<file path="config.mk">
export PLATFORM = sky130hd
export DESIGN_NAME = scope_stack_region_table_core
export DESIGN_NICKNAME = d
export VERILOG_FILES = /design/src/rtl/sstk_pkg.sv /design/src/rtl/sstk_ram.sv /design/src/rtl/scope_stack_region_table_core.sv
export SDC_FILE = /design/constraint.sdc
export NUM_CORES = 2
export LEC_CHECK = 0
export BUFFER_PORTS_ARGS = -buffer_cell sky130_fd_sc_hd__buf_4
export CAP_MARGIN = 20
export CELL_PAD_IN_SITES_DETAIL_PLACEMENT = 1
export CELL_PAD_IN_SITES_GLOBAL_PLACEMENT = 2
export CORE_MARGIN = 10
export CORE_UTILIZATION = 40
export CTS_BUF_LIST = sky130_fd_sc_hd__clkbuf_2
export DETAILED_ROUTE_END_ITERATION = 8
export PLACE_DENSITY_LB_ADDON = 0.1
export RECOVER_POWER = 25
export REMOVE_ABC_BUFFERS = 1
export SYNTH_ARGS = -nofsm -noshare
export SYNTH_HDL_FRONTEND = slang
export SYNTH_SLANG_ARGS = --single-unit
</file>
<file path="constraint.sdc">
create_clock -name clk -period 6.8 [get_ports clk]
set_input_delay 0.68 -clock clk [delete_from_list [all_inputs] [get_ports clk]]
set_output_delay 0.68 -clock clk [all_outputs]
set_load 0.03 [all_outputs]
</file>
<file path="src/rtl/sstk_pkg.sv">
// shared constants and codes for the scope stack region table
`default_nettype none

package sstk_pkg;

    // default sizes
    localparam int REGION_COUNT_DEF = 64;
    localparam int STACK_DEPTH_DEF  = 16;

    // port field widths
    localparam int CMD_W    = 3;
    localparam int REGION_W = 6;
    localparam int AMOUNT_W = 12;
    localparam int VALUE_W  = 17;
    localparam int STATUS_W = 3;
    localparam int TOP_W    = 7;
    localparam int DEPTH_W  = 5;

    // frame size width and its ceiling
    localparam int SIZE_W = 16;
    localparam logic [SIZE_W-1:0] SIZE_MAX = '1;

    // command codes
    localparam logic [CMD_W-1:0] CMD_APPEND = 3'd0;
    localparam logic [CMD_W-1:0] CMD_NEXT   = 3'd1;
    localparam logic [CMD_W-1:0] CMD_PUSH   = 3'd2;
    localparam logic [CMD_W-1:0] CMD_POP    = 3'd3;
    localparam logic [CMD_W-1:0] CMD_ADD    = 3'd4;
    localparam logic [CMD_W-1:0] CMD_SEARCH = 3'd5;
    localparam logic [CMD_W-1:0] CMD_LEVEL  = 3'd6;
    localparam logic [CMD_W-1:0] CMD_SIZE   = 3'd7;

    // status codes
    localparam logic [STATUS_W-1:0] ST_OK          = 3'd0;
    localparam logic [STATUS_W-1:0] ST_TABLE_FULL  = 3'd1;
    localparam logic [STATUS_W-1:0] ST_BAD_CURRENT = 3'd2;
    localparam logic [STATUS_W-1:0] ST_STACK       = 3'd3;
    localparam logic [STATUS_W-1:0] ST_NOT_FOUND   = 3'd4;

    // value reported when there is none
    localparam logic [VALUE_W-1:0] VALUE_NONE = '1;
    localparam logic [TOP_W-1:0]   TOP_NONE   = '1;

endpackage

`default_nettype wire

</file>
<file path="src/rtl/sstk_ram.sv">
// single port synchronous ram with registered read data
`default_nettype none

module sstk_ram #(
    parameter int DEPTH = 16,
    parameter int WIDTH = 8
) (
    input  wire logic                     clk,
    input  wire logic                     we,
    input  wire logic [$clog2(DEPTH)-1:0] addr,
    input  wire logic [WIDTH-1:0]         wdata,
    output logic      [WIDTH-1:0]         rdata
);

    logic [WIDTH-1:0] mem [DEPTH];

    // write port
    always_ff @(posedge clk)
    begin
        if (we)
        begin
            mem[addr] <= wdata;
        end
    end

    // registered read
    always_ff @(posedge clk)
    begin
        rdata <= mem[addr];
    end

endmodule

`default_nettype wire

</file>
<file path="src/rtl/scope_stack_region_table_core.sv">
// scope stack and region table engine: command sequencer over two rams
//
//  channel | signals                          | direction
//  --------+----------------------------------+----------
//  in      | in_valid in_ready cmd region amount | to core
//  out     | out_valid out_ready value status top_region stack_depth | from core
//
// one word at a time: accept, execute, deliver. append, next, push and pop
// without a stack read go from execute straight to deliver; pop to a non-empty
// stack, add size, read level and read size first pass a ram read state.
// search walks the stack ram from the top one entry a cycle until a hit or
// the bottom entry is compared.
// reset clears the registers only; the rams are not cleared and need no clearing pass.
// a new word is accepted while a finished result still waits at the output.
`default_nettype none

module scope_stack_region_table_core #(
    parameter int REGION_COUNT = sstk_pkg::REGION_COUNT_DEF,
    parameter int STACK_DEPTH  = sstk_pkg::STACK_DEPTH_DEF
) (
    input  wire logic                          clk,
    input  wire logic                          rst_n,
    input  wire logic                          in_valid,
    output logic                               in_ready,
    input  wire logic [sstk_pkg::CMD_W-1:0]    cmd,
    input  wire logic [sstk_pkg::REGION_W-1:0] region,
    input  wire logic [sstk_pkg::AMOUNT_W-1:0] amount,
    output logic                               out_valid,
    input  wire logic                          out_ready,
    output logic signed [sstk_pkg::VALUE_W-1:0] value,
    output logic      [sstk_pkg::STATUS_W-1:0] status,
    output logic signed [sstk_pkg::TOP_W-1:0]  top_region,
    output logic      [sstk_pkg::DEPTH_W-1:0]  stack_depth
);

    import sstk_pkg::*;

    // derived widths
    localparam int RW   = $clog2(REGION_COUNT);
    localparam int RCW  = $clog2(REGION_COUNT + 1);
    localparam int SW   = $clog2(STACK_DEPTH);
    localparam int SCW  = $clog2(STACK_DEPTH + 1);
    localparam int TW   = SIZE_W + SCW;
    localparam int CMPW = (RCW > REGION_W) ? RCW : REGION_W;

    typedef enum logic [2:0] {
        S_IDLE,
        S_EXEC,
        S_TBL_USE,
        S_POP_USE,
        S_SRCH,
        S_DONE
    } state_t;

    state_t state_reg;

    // latched word
    logic [CMD_W-1:0]    cmd_reg;
    logic [REGION_W-1:0] region_reg;
    logic [AMOUNT_W-1:0] amount_reg;

    // bookkeeping
    logic [SCW-1:0] count_reg;
    logic           cur_none_reg;
    logic [RCW-1:0] cur_reg;
    logic [RCW-1:0] used_reg;
    logic           top_none_reg;
    logic [RW-1:0]  top_reg;

    // search walk
    logic [SW-1:0] idx_reg;
    logic [SW-1:0] dist_reg;

    // pending result
    logic [VALUE_W-1:0]  res_value_reg;
    logic [STATUS_W-1:0] res_status_reg;

    // output register
    logic                out_valid_reg;
    logic [VALUE_W-1:0]  out_value_reg;
    logic [STATUS_W-1:0] out_status_reg;
    logic [TOP_W-1:0]    out_top_reg;
    logic [DEPTH_W-1:0]  out_depth_reg;

    // ram ports
    logic          stk_we;
    logic [SW-1:0] stk_addr;
    logic [RW-1:0] stk_wdata;
    logic [RW-1:0] stk_rdata;
    logic          tbl_we;
    logic [RW-1:0] tbl_addr;
    logic [TW-1:0] tbl_wdata;
    logic [TW-1:0] tbl_rdata;

    // derived conditions
    logic              cur_valid;
    logic              stack_full;
    logic              stack_empty;
    logic              table_full;
    logic              level_hit;
    logic              srch_hit;
    logic [SIZE_W-1:0] new_size;
    logic [SIZE_W:0]   size_sum;
    logic [SIZE_W-1:0] size_sat;
    logic [SIZE_W-1:0] rd_size;
    logic [SCW-1:0]    rd_level;
    logic              out_free;

    sstk_ram #(
        .DEPTH (STACK_DEPTH),
        .WIDTH (RW)
    ) u_stack_ram (
        .clk   (clk),
        .we    (stk_we),
        .addr  (stk_addr),
        .wdata (stk_wdata),
        .rdata (stk_rdata)
    );

    sstk_ram #(
        .DEPTH (REGION_COUNT),
        .WIDTH (TW)
    ) u_table_ram (
        .clk   (clk),
        .we    (tbl_we),
        .addr  (tbl_addr),
        .wdata (tbl_wdata),
        .rdata (tbl_rdata)
    );

    // conditions on the current state
    assign cur_valid   = !cur_none_reg && (cur_reg < used_reg);
    assign stack_full  = (count_reg == SCW'(STACK_DEPTH));
    assign stack_empty = (count_reg == '0);
    assign table_full  = (used_reg == RCW'(REGION_COUNT));
    assign level_hit   = (CMPW'(region_reg) < CMPW'(used_reg));
    assign srch_hit    = (CMPW'(stk_rdata) == CMPW'(region_reg));
    assign new_size    = (used_reg == '0) ? '0 : SIZE_W'(count_reg) + SIZE_W'(1);
    assign rd_size     = tbl_rdata[TW-1:SCW];
    assign rd_level    = tbl_rdata[SCW-1:0];
    assign size_sum    = {1'b0, rd_size} + (SIZE_W + 1)'(amount_reg);
    assign size_sat    = size_sum[SIZE_W] ? SIZE_MAX : size_sum[SIZE_W-1:0];
    assign out_free    = !out_valid_reg || out_ready;

    // ram address and write selection
    always_comb
    begin
        stk_we    = 1'b0;
        stk_addr  = idx_reg - SW'(1);
        stk_wdata = cur_reg[RW-1:0];
        tbl_we    = 1'b0;
        tbl_addr  = cur_reg[RW-1:0];
        tbl_wdata = {size_sat, rd_level};
        case (state_reg)
            S_EXEC:
            begin
                case (cmd_reg)
                    CMD_APPEND:
                    begin
                        tbl_we    = !table_full;
                        tbl_addr  = used_reg[RW-1:0];
                        tbl_wdata = {new_size, count_reg};
                    end
                    CMD_PUSH:
                    begin
                        stk_we   = cur_valid && !stack_full;
                        stk_addr = count_reg[SW-1:0];
                    end
                    CMD_POP:
                    begin
                        stk_addr = SW'(count_reg - SCW'(2));
                    end
                    CMD_SEARCH:
                    begin
                        stk_addr = SW'(count_reg - SCW'(1));
                    end
                    CMD_LEVEL:
                    begin
                        tbl_addr = RW'(region_reg);
                    end
                    default:
                    begin
                        tbl_addr = cur_reg[RW-1:0];
                    end
                endcase
            end
            S_TBL_USE:
            begin
                tbl_we = (cmd_reg == CMD_ADD);
            end
            default:
            begin
                stk_we = 1'b0;
            end
        endcase
    end

    // sequencer, bookkeeping and output register
    always_ff @(posedge clk or negedge rst_n)
    begin
        if (!rst_n)
        begin
            state_reg      <= S_IDLE;
            cmd_reg        <= '0;
            region_reg     <= '0;
            amount_reg     <= '0;
            count_reg      <= '0;
            cur_none_reg   <= 1'b1;
            cur_reg        <= '0;
            used_reg       <= '0;
            top_none_reg   <= 1'b1;
            top_reg        <= '0;
            idx_reg        <= '0;
            dist_reg       <= '0;
            res_value_reg  <= '0;
            res_status_reg <= ST_OK;
            out_valid_reg  <= 1'b0;
            out_value_reg  <= '0;
            out_status_reg <= ST_OK;
            out_top_reg    <= '0;
            out_depth_reg  <= '0;
        end
        else
        begin
            // output word taken
            if (out_valid_reg && out_ready)
            begin
                out_valid_reg <= 1'b0;
            end
            case (state_reg)
                S_IDLE:
                begin
                    if (in_valid)
                    begin
                        cmd_reg    <= cmd;
                        region_reg <= region;
                        amount_reg <= amount;
                        state_reg  <= S_EXEC;
                    end
                end
                S_EXEC:
                begin
                    res_value_reg  <= VALUE_NONE;
                    res_status_reg <= ST_OK;
                    state_reg      <= S_DONE;
                    case (cmd_reg)
                        CMD_APPEND:
                        begin
                            if (table_full)
                            begin
                                res_status_reg <= ST_TABLE_FULL;
                            end
                            else
                            begin
                                used_reg <= used_reg + RCW'(1);
                            end
                        end
                        CMD_NEXT:
                        begin
                            if (cur_none_reg)
                            begin
                                cur_none_reg <= 1'b0;
                                cur_reg      <= '0;
                            end
                            else if (cur_reg < RCW'(REGION_COUNT))
                            begin
                                cur_reg <= cur_reg + RCW'(1);
                            end
                        end
                        CMD_PUSH:
                        begin
                            if (!cur_valid)
                            begin
                                res_status_reg <= ST_BAD_CURRENT;
                            end
                            else if (stack_full)
                            begin
                                res_status_reg <= ST_STACK;
                            end
                            else
                            begin
                                count_reg    <= count_reg + SCW'(1);
                                top_none_reg <= 1'b0;
                                top_reg      <= cur_reg[RW-1:0];
                            end
                        end
                        CMD_POP:
                        begin
                            if (stack_empty)
                            begin
                                res_status_reg <= ST_STACK;
                            end
                            else
                            begin
                                count_reg <= count_reg - SCW'(1);
                                if (count_reg == SCW'(1))
                                begin
                                    top_none_reg <= 1'b1;
                                end
                                else
                                begin
                                    state_reg <= S_POP_USE;
                                end
                            end
                        end
                        CMD_SEARCH:
                        begin
                            if (stack_empty)
                            begin
                                res_status_reg <= ST_NOT_FOUND;
                            end
                            else
                            begin
                                idx_reg   <= SW'(count_reg - SCW'(1));
                                dist_reg  <= '0;
                                state_reg <= S_SRCH;
                            end
                        end
                        CMD_LEVEL:
                        begin
                            if (level_hit)
                            begin
                                state_reg <= S_TBL_USE;
                            end
                            else
                            begin
                                res_status_reg <= ST_NOT_FOUND;
                            end
                        end
                        default:
                        begin
                            // add size and read size need a valid current region
                            if (cur_valid)
                            begin
                                state_reg <= S_TBL_USE;
                            end
                            else
                            begin
                                res_status_reg <= ST_BAD_CURRENT;
                            end
                        end
                    endcase
                end
                S_TBL_USE:
                begin
                    case (cmd_reg)
                        CMD_ADD:
                        begin
                            res_value_reg <= {1'b0, size_sat};
                        end
                        CMD_LEVEL:
                        begin
                            res_value_reg <= VALUE_W'(rd_level);
                        end
                        default:
                        begin
                            res_value_reg <= {1'b0, rd_size};
                        end
                    endcase
                    state_reg <= S_DONE;
                end
                S_POP_USE:
                begin
                    top_reg   <= stk_rdata;
                    state_reg <= S_DONE;
                end
                S_SRCH:
                begin
                    // compare the entry read last cycle, next read already issued
                    if (srch_hit)
                    begin
                        res_value_reg <= VALUE_W'(dist_reg);
                        state_reg     <= S_DONE;
                    end
                    else if (idx_reg == '0)
                    begin
                        res_status_reg <= ST_NOT_FOUND;
                        state_reg      <= S_DONE;
                    end
                    else
                    begin
                        idx_reg  <= idx_reg - SW'(1);
                        dist_reg <= dist_reg + SW'(1);
                    end
                end
                S_DONE:
                begin
                    if (out_free)
                    begin
                        out_valid_reg  <= 1'b1;
                        out_value_reg  <= res_value_reg;
                        out_status_reg <= res_status_reg;
                        out_top_reg    <= top_none_reg ? TOP_NONE : TOP_W'(top_reg);
                        out_depth_reg  <= DEPTH_W'(count_reg);
                        state_reg      <= S_IDLE;
                    end
                end
                default:
                begin
                    state_reg <= S_IDLE;
                end
            endcase
        end
    end

    // ports
    assign in_ready    = (state_reg == S_IDLE);
    assign out_valid   = out_valid_reg;
    assign value       = out_value_reg;
    assign status      = out_status_reg;
    assign top_region  = out_top_reg;
    assign stack_depth = out_depth_reg;

endmodule

`default_nettype wire
</file>
==> summary.md <==
| Metric | Value |
|---|---|
| Area of the die | 166000 um^2 |
| Setup CP Type | flop to flop |
| VDD IR max | 521 uV |
| Clock Pin Slew Worst Setup and Hold Paths | 0.10 ns |
| RR Endpoint | u_table_ram.mem[62][7] |
| Largest registers | u_table_ram.mem x1344, u_stack_ram.mem x96, u_table_ram.rdata x21 |
| Post-CTS setup buffer count | 0 |
| Initial antenna violation count | 13 |
| Antenna-violating nets left | 0 |
| WL met3 | 13700 um |
| DP HPWL | 118000 um |
| Vias | 37294 |
| Layout fillers | 14560 |
| Largest cells by area after synthesis | edfxtp_1, a22oi_1, dfrtp_1 |
| Switching fraction of total power | 42.4% |
| Comb pwr share | 39.6% |
| Die H | 407 um |
| Crit-path slowest cell | clkbuf_1 |
| Seq/Total Area, Yosys | 77.6% |
| Hold path depth | 2 |
| WL/cell | 31.4 um |
| Maximum clock rate | 181 MHz |
| R2R setup slack | 1.29 ns |
| Clk buf depth | 4 |
| Internal power | 0.0208 W |
| Synth Warn # | 0 |
| WL met1 | 85300 um |
| Final GP Congestion | 0.829 |
| Max-cap violations | 11 |
| Initial Utilization | 40.2% |
| Vias in the first global route | 38792 |
| Total wire length | 199000 um |
| DR iter-0 viols | 3681 |
| Die W | 407 um |
| Cell count after synthesis | 3516 |
| Port Buf Inserts | 58 |
| RSZ-0062 raised after global routing | no |
| Synth Cell Area | 60000 um^2 |
| Hold WS | 0.486 ns |
| Sink Count | 1579 |
| Worst min path class | flop to flop |
| Clock Latency Late Sink | 1.80 ns |
| Global route total overflow | 0 |
| Power per standard cell area | 529 nW/um^2 |
| Residual DRC count | 0 |
| TritonCTS Buffers | 421 |
| Final instance area | 68100 um^2 |
| Async SR Flop Fraction | 7.09% |
| Required @ worst endpoint | 8.28 ns |
| Post-synth EDFFs | 1440 |
| Rel. slew slack | -156% |
| Worst hold endpoint | top_reg[2] |
| Setup violations, final | 0 |
| Arrival time worst endpoint | 7.00 ns |
| CP Max Fanout | 33 |
| Total power | 0.0360 W |
| Tightest Pin Transition | 3.84 ns |
| Hold Crit Start | u_stack_ram.rdata[2] |
| Status | finished with violations |
| Layout cells sized above 1 | 22.5% |
| CP cell instances | ha_1, nor3_1, nor2_1, a31oi_1, a21oi_1, nor2b_1, nor2_1, o22ai_1, clkbuf_1, buf_4 |
| Area grow syn2layout | 13.4% |
| Setup crit end kind | flop |
| Met2 wire len | 94600 um |
| Yosys top cell area share | 72.1% |
| I/O pin cnt | 59 |
| Sequential Power Share | 42.1% |
| Net Switching | 0.0152 W |
| Seq cells post-synth | 1579 |
| First-pass DRT Iterations | 5 |
| Netlist cell types | 81 |
| Clk_skew | 0.236 ns |
| Final hold violation count | 0 |
| FP Rows | 142 |
| Area of placed instances | 63900 um^2 |
| Leak Pwr | 22.4 nW |
| Clock power share | 18.2% |
| GRT Overall Usage | 23.3% |
| Most used DFF post-synth | edfxtp_1 |
| Critical path's largest stage delay | 1.32 ns |
| Max FFs per register | 1344 |
| Biggest register | u_table_ram.mem |
| Fin nets | 4098 |
| CTS root buf | clkbuf_2 |
| Failing checks | max-capacitance violations, max-slew violations |
| Path depth of the worst reg2reg path | 10 |
| Core ar. | 149000 um^2 |
| Largest net degree at the start of global routing | 90 |
| Placed cells | 5553 |
| Reg-to-Reg Start | u_table_ram.rdata[10] |
| Tcrit/Tclk final | 81.1% |
| DR vias/cell | 5.88 |
| Top cell type by total area after synthesis | edfxtp_1 |
| First-pass GRT wire length | 284000 um |
| Max layer used | met5 |
| Number of H-tree levels | 5 |
| TNS Setup | 0 ns |
| Worst Setup Start Kind | flop |
| CP most frequent cell | nor2_1 |
| Pins Over Slew Limit | 556 |
| Cell Count, Final, Fillers Out | 6343 |
| Resize count post-CTS | 0 |
| Avg Cell Area, Syn | 17.1 um^2 |
| Period minus WS final | 5.51 ns |
| TritonCTS clock tree | done |
-- critical path: cells and delay by family (launching register included) --
| kind | cells | cell delay, ns |
|---|---|---|
| AO/OA/AOI/OAI | 3 | 1.37 |
| adder cells (fa/ha/maj) | 1 | 0.32 |
| buffers and inverters | 2 | 1.81 |
| flip-flops | 1 | 0.60 |
| AND/OR/NAND/NOR | 4 | 1.05 |
-- metrics by stage --
step           setup slack [ns]  util (%)
5_1_grt                   0.933      45.6
6_report                   1.29      45.6
2_1_floorplan            -0.757         -
4_1_cts                    1.82      45.7
3_5_place_dp               1.69      42.8
3_3_place_gp               1.44      42.8
-- synthesized netlist by cell type (all sizes together), types with 9 or more instances --
library cell / n
nand3: 24
o21ai: 60
a31oi: 31
dfxtp: 27
nor2b: 10
a22oi: 636
nand2: 92
a21o: 9
edfxtp: 1440
inv: 27
a221oi: 25
and2: 12
a21oi: 63
xor2: 13
nor3: 27
clkbuf: 93
buf: 115
o22ai: 9
dfrtp: 110
a41o: 63
ha: 35
o21a: 9
nor2: 156
xnor2: 24
mux2: 46
or4: 12
nand2b: 14
a22o: 39
mux2i: 98
a41oi: 39
nand4: 62
-- cell type report --
type	instances	area, um^2	area share (%)
Multi-Input combinational cell	1701	12700	18.6
Clock inverter	72	488	0.717
Sequential cell	1579	46600	68.4
Tap cell	2016	2520	3.71
Timing Repair Buffer	306	2540	3.73
Clock buffer	629	3150	4.62
Antenna cell	12	30.0	0.0441
Inverter	28	105	0.154
-- power by group through the flow --
stage               Clock [W]  Sequential [W]  Combinational, W
finish                0.00656          0.0152            0.0143
global route          0.00728          0.0152            0.0151
CTS                   0.00679          0.0151            0.0145
detailed placement          0          0.0153            0.0143
global placement            0          0.0153            0.0139
floorplan                   0          0.0155           0.00680
-- layout by cell type (no fill, tap or decap), types with 53 or more instances in the layout --
cell           instances
nor2_1                95
a21oi_1               59
mux2i_1               98
o21ai_0               58
edfxtp_1            1440
clkbuf_1              53
nand2_1               92
dlygate4sd3_1         73
clkinv_1              54
a22oi_1              636
a41o_1                63
clkbuf_2             629
buf_4                159
nand4_1               62
nor2_2                59
dfrtp_1              110
-- repair_timing --
item,4_1_cts,5_1_grt
setup endpoints to repair,0,0
hold endpoints to repair,166,0
hold buffers,74,0
-- worst max-delay path by stage --
| stage | slack (ns) | to | startpoint |
|---|---|---|---|
| 6_report | 1.29 | u_table_ram.mem[62][7] | u_table_ram.rdata[10] |
| 2_1_floorplan | -0.76 | u_table_ram.rdata[10] | cmd_reg[0] |
| 4_1_cts | 1.82 | u_table_ram.rdata[10] | cmd_reg[1] |
| 3_3_place_gp | 1.44 | u_table_ram.rdata[10] | cur_reg[1] |
| 3_5_place_dp | 1.69 | u_table_ram.rdata[10] | cmd_reg[1] |
| 5_1_grt | 0.93 | u_table_ram.mem[62][7] | u_table_ram.rdata[10] |
-- per-layer routing --
metal  global-route usage, %  vias up
met1                    32.1    19574
met3                    3.95      329
li1                        -    15766
met4                    8.31        4
met2                    37.3     1621
met5                       0        -
-- cell families after synthesis --
group / after synthesis / synth area share, %
flip-flops: 1579 / 77.6
AND/OR/NAND/NOR: 450 / 3.82
buffers and inverters: 236 / 1.76
XOR/XNOR: 37 / 0.540
AO/OA/AOI/OAI: 1034 / 13.0
multiplexers: 144 / 2.50
adder cells (fa/ha/maj): 36 / 0.763
(Power assumes the default switching activity.)
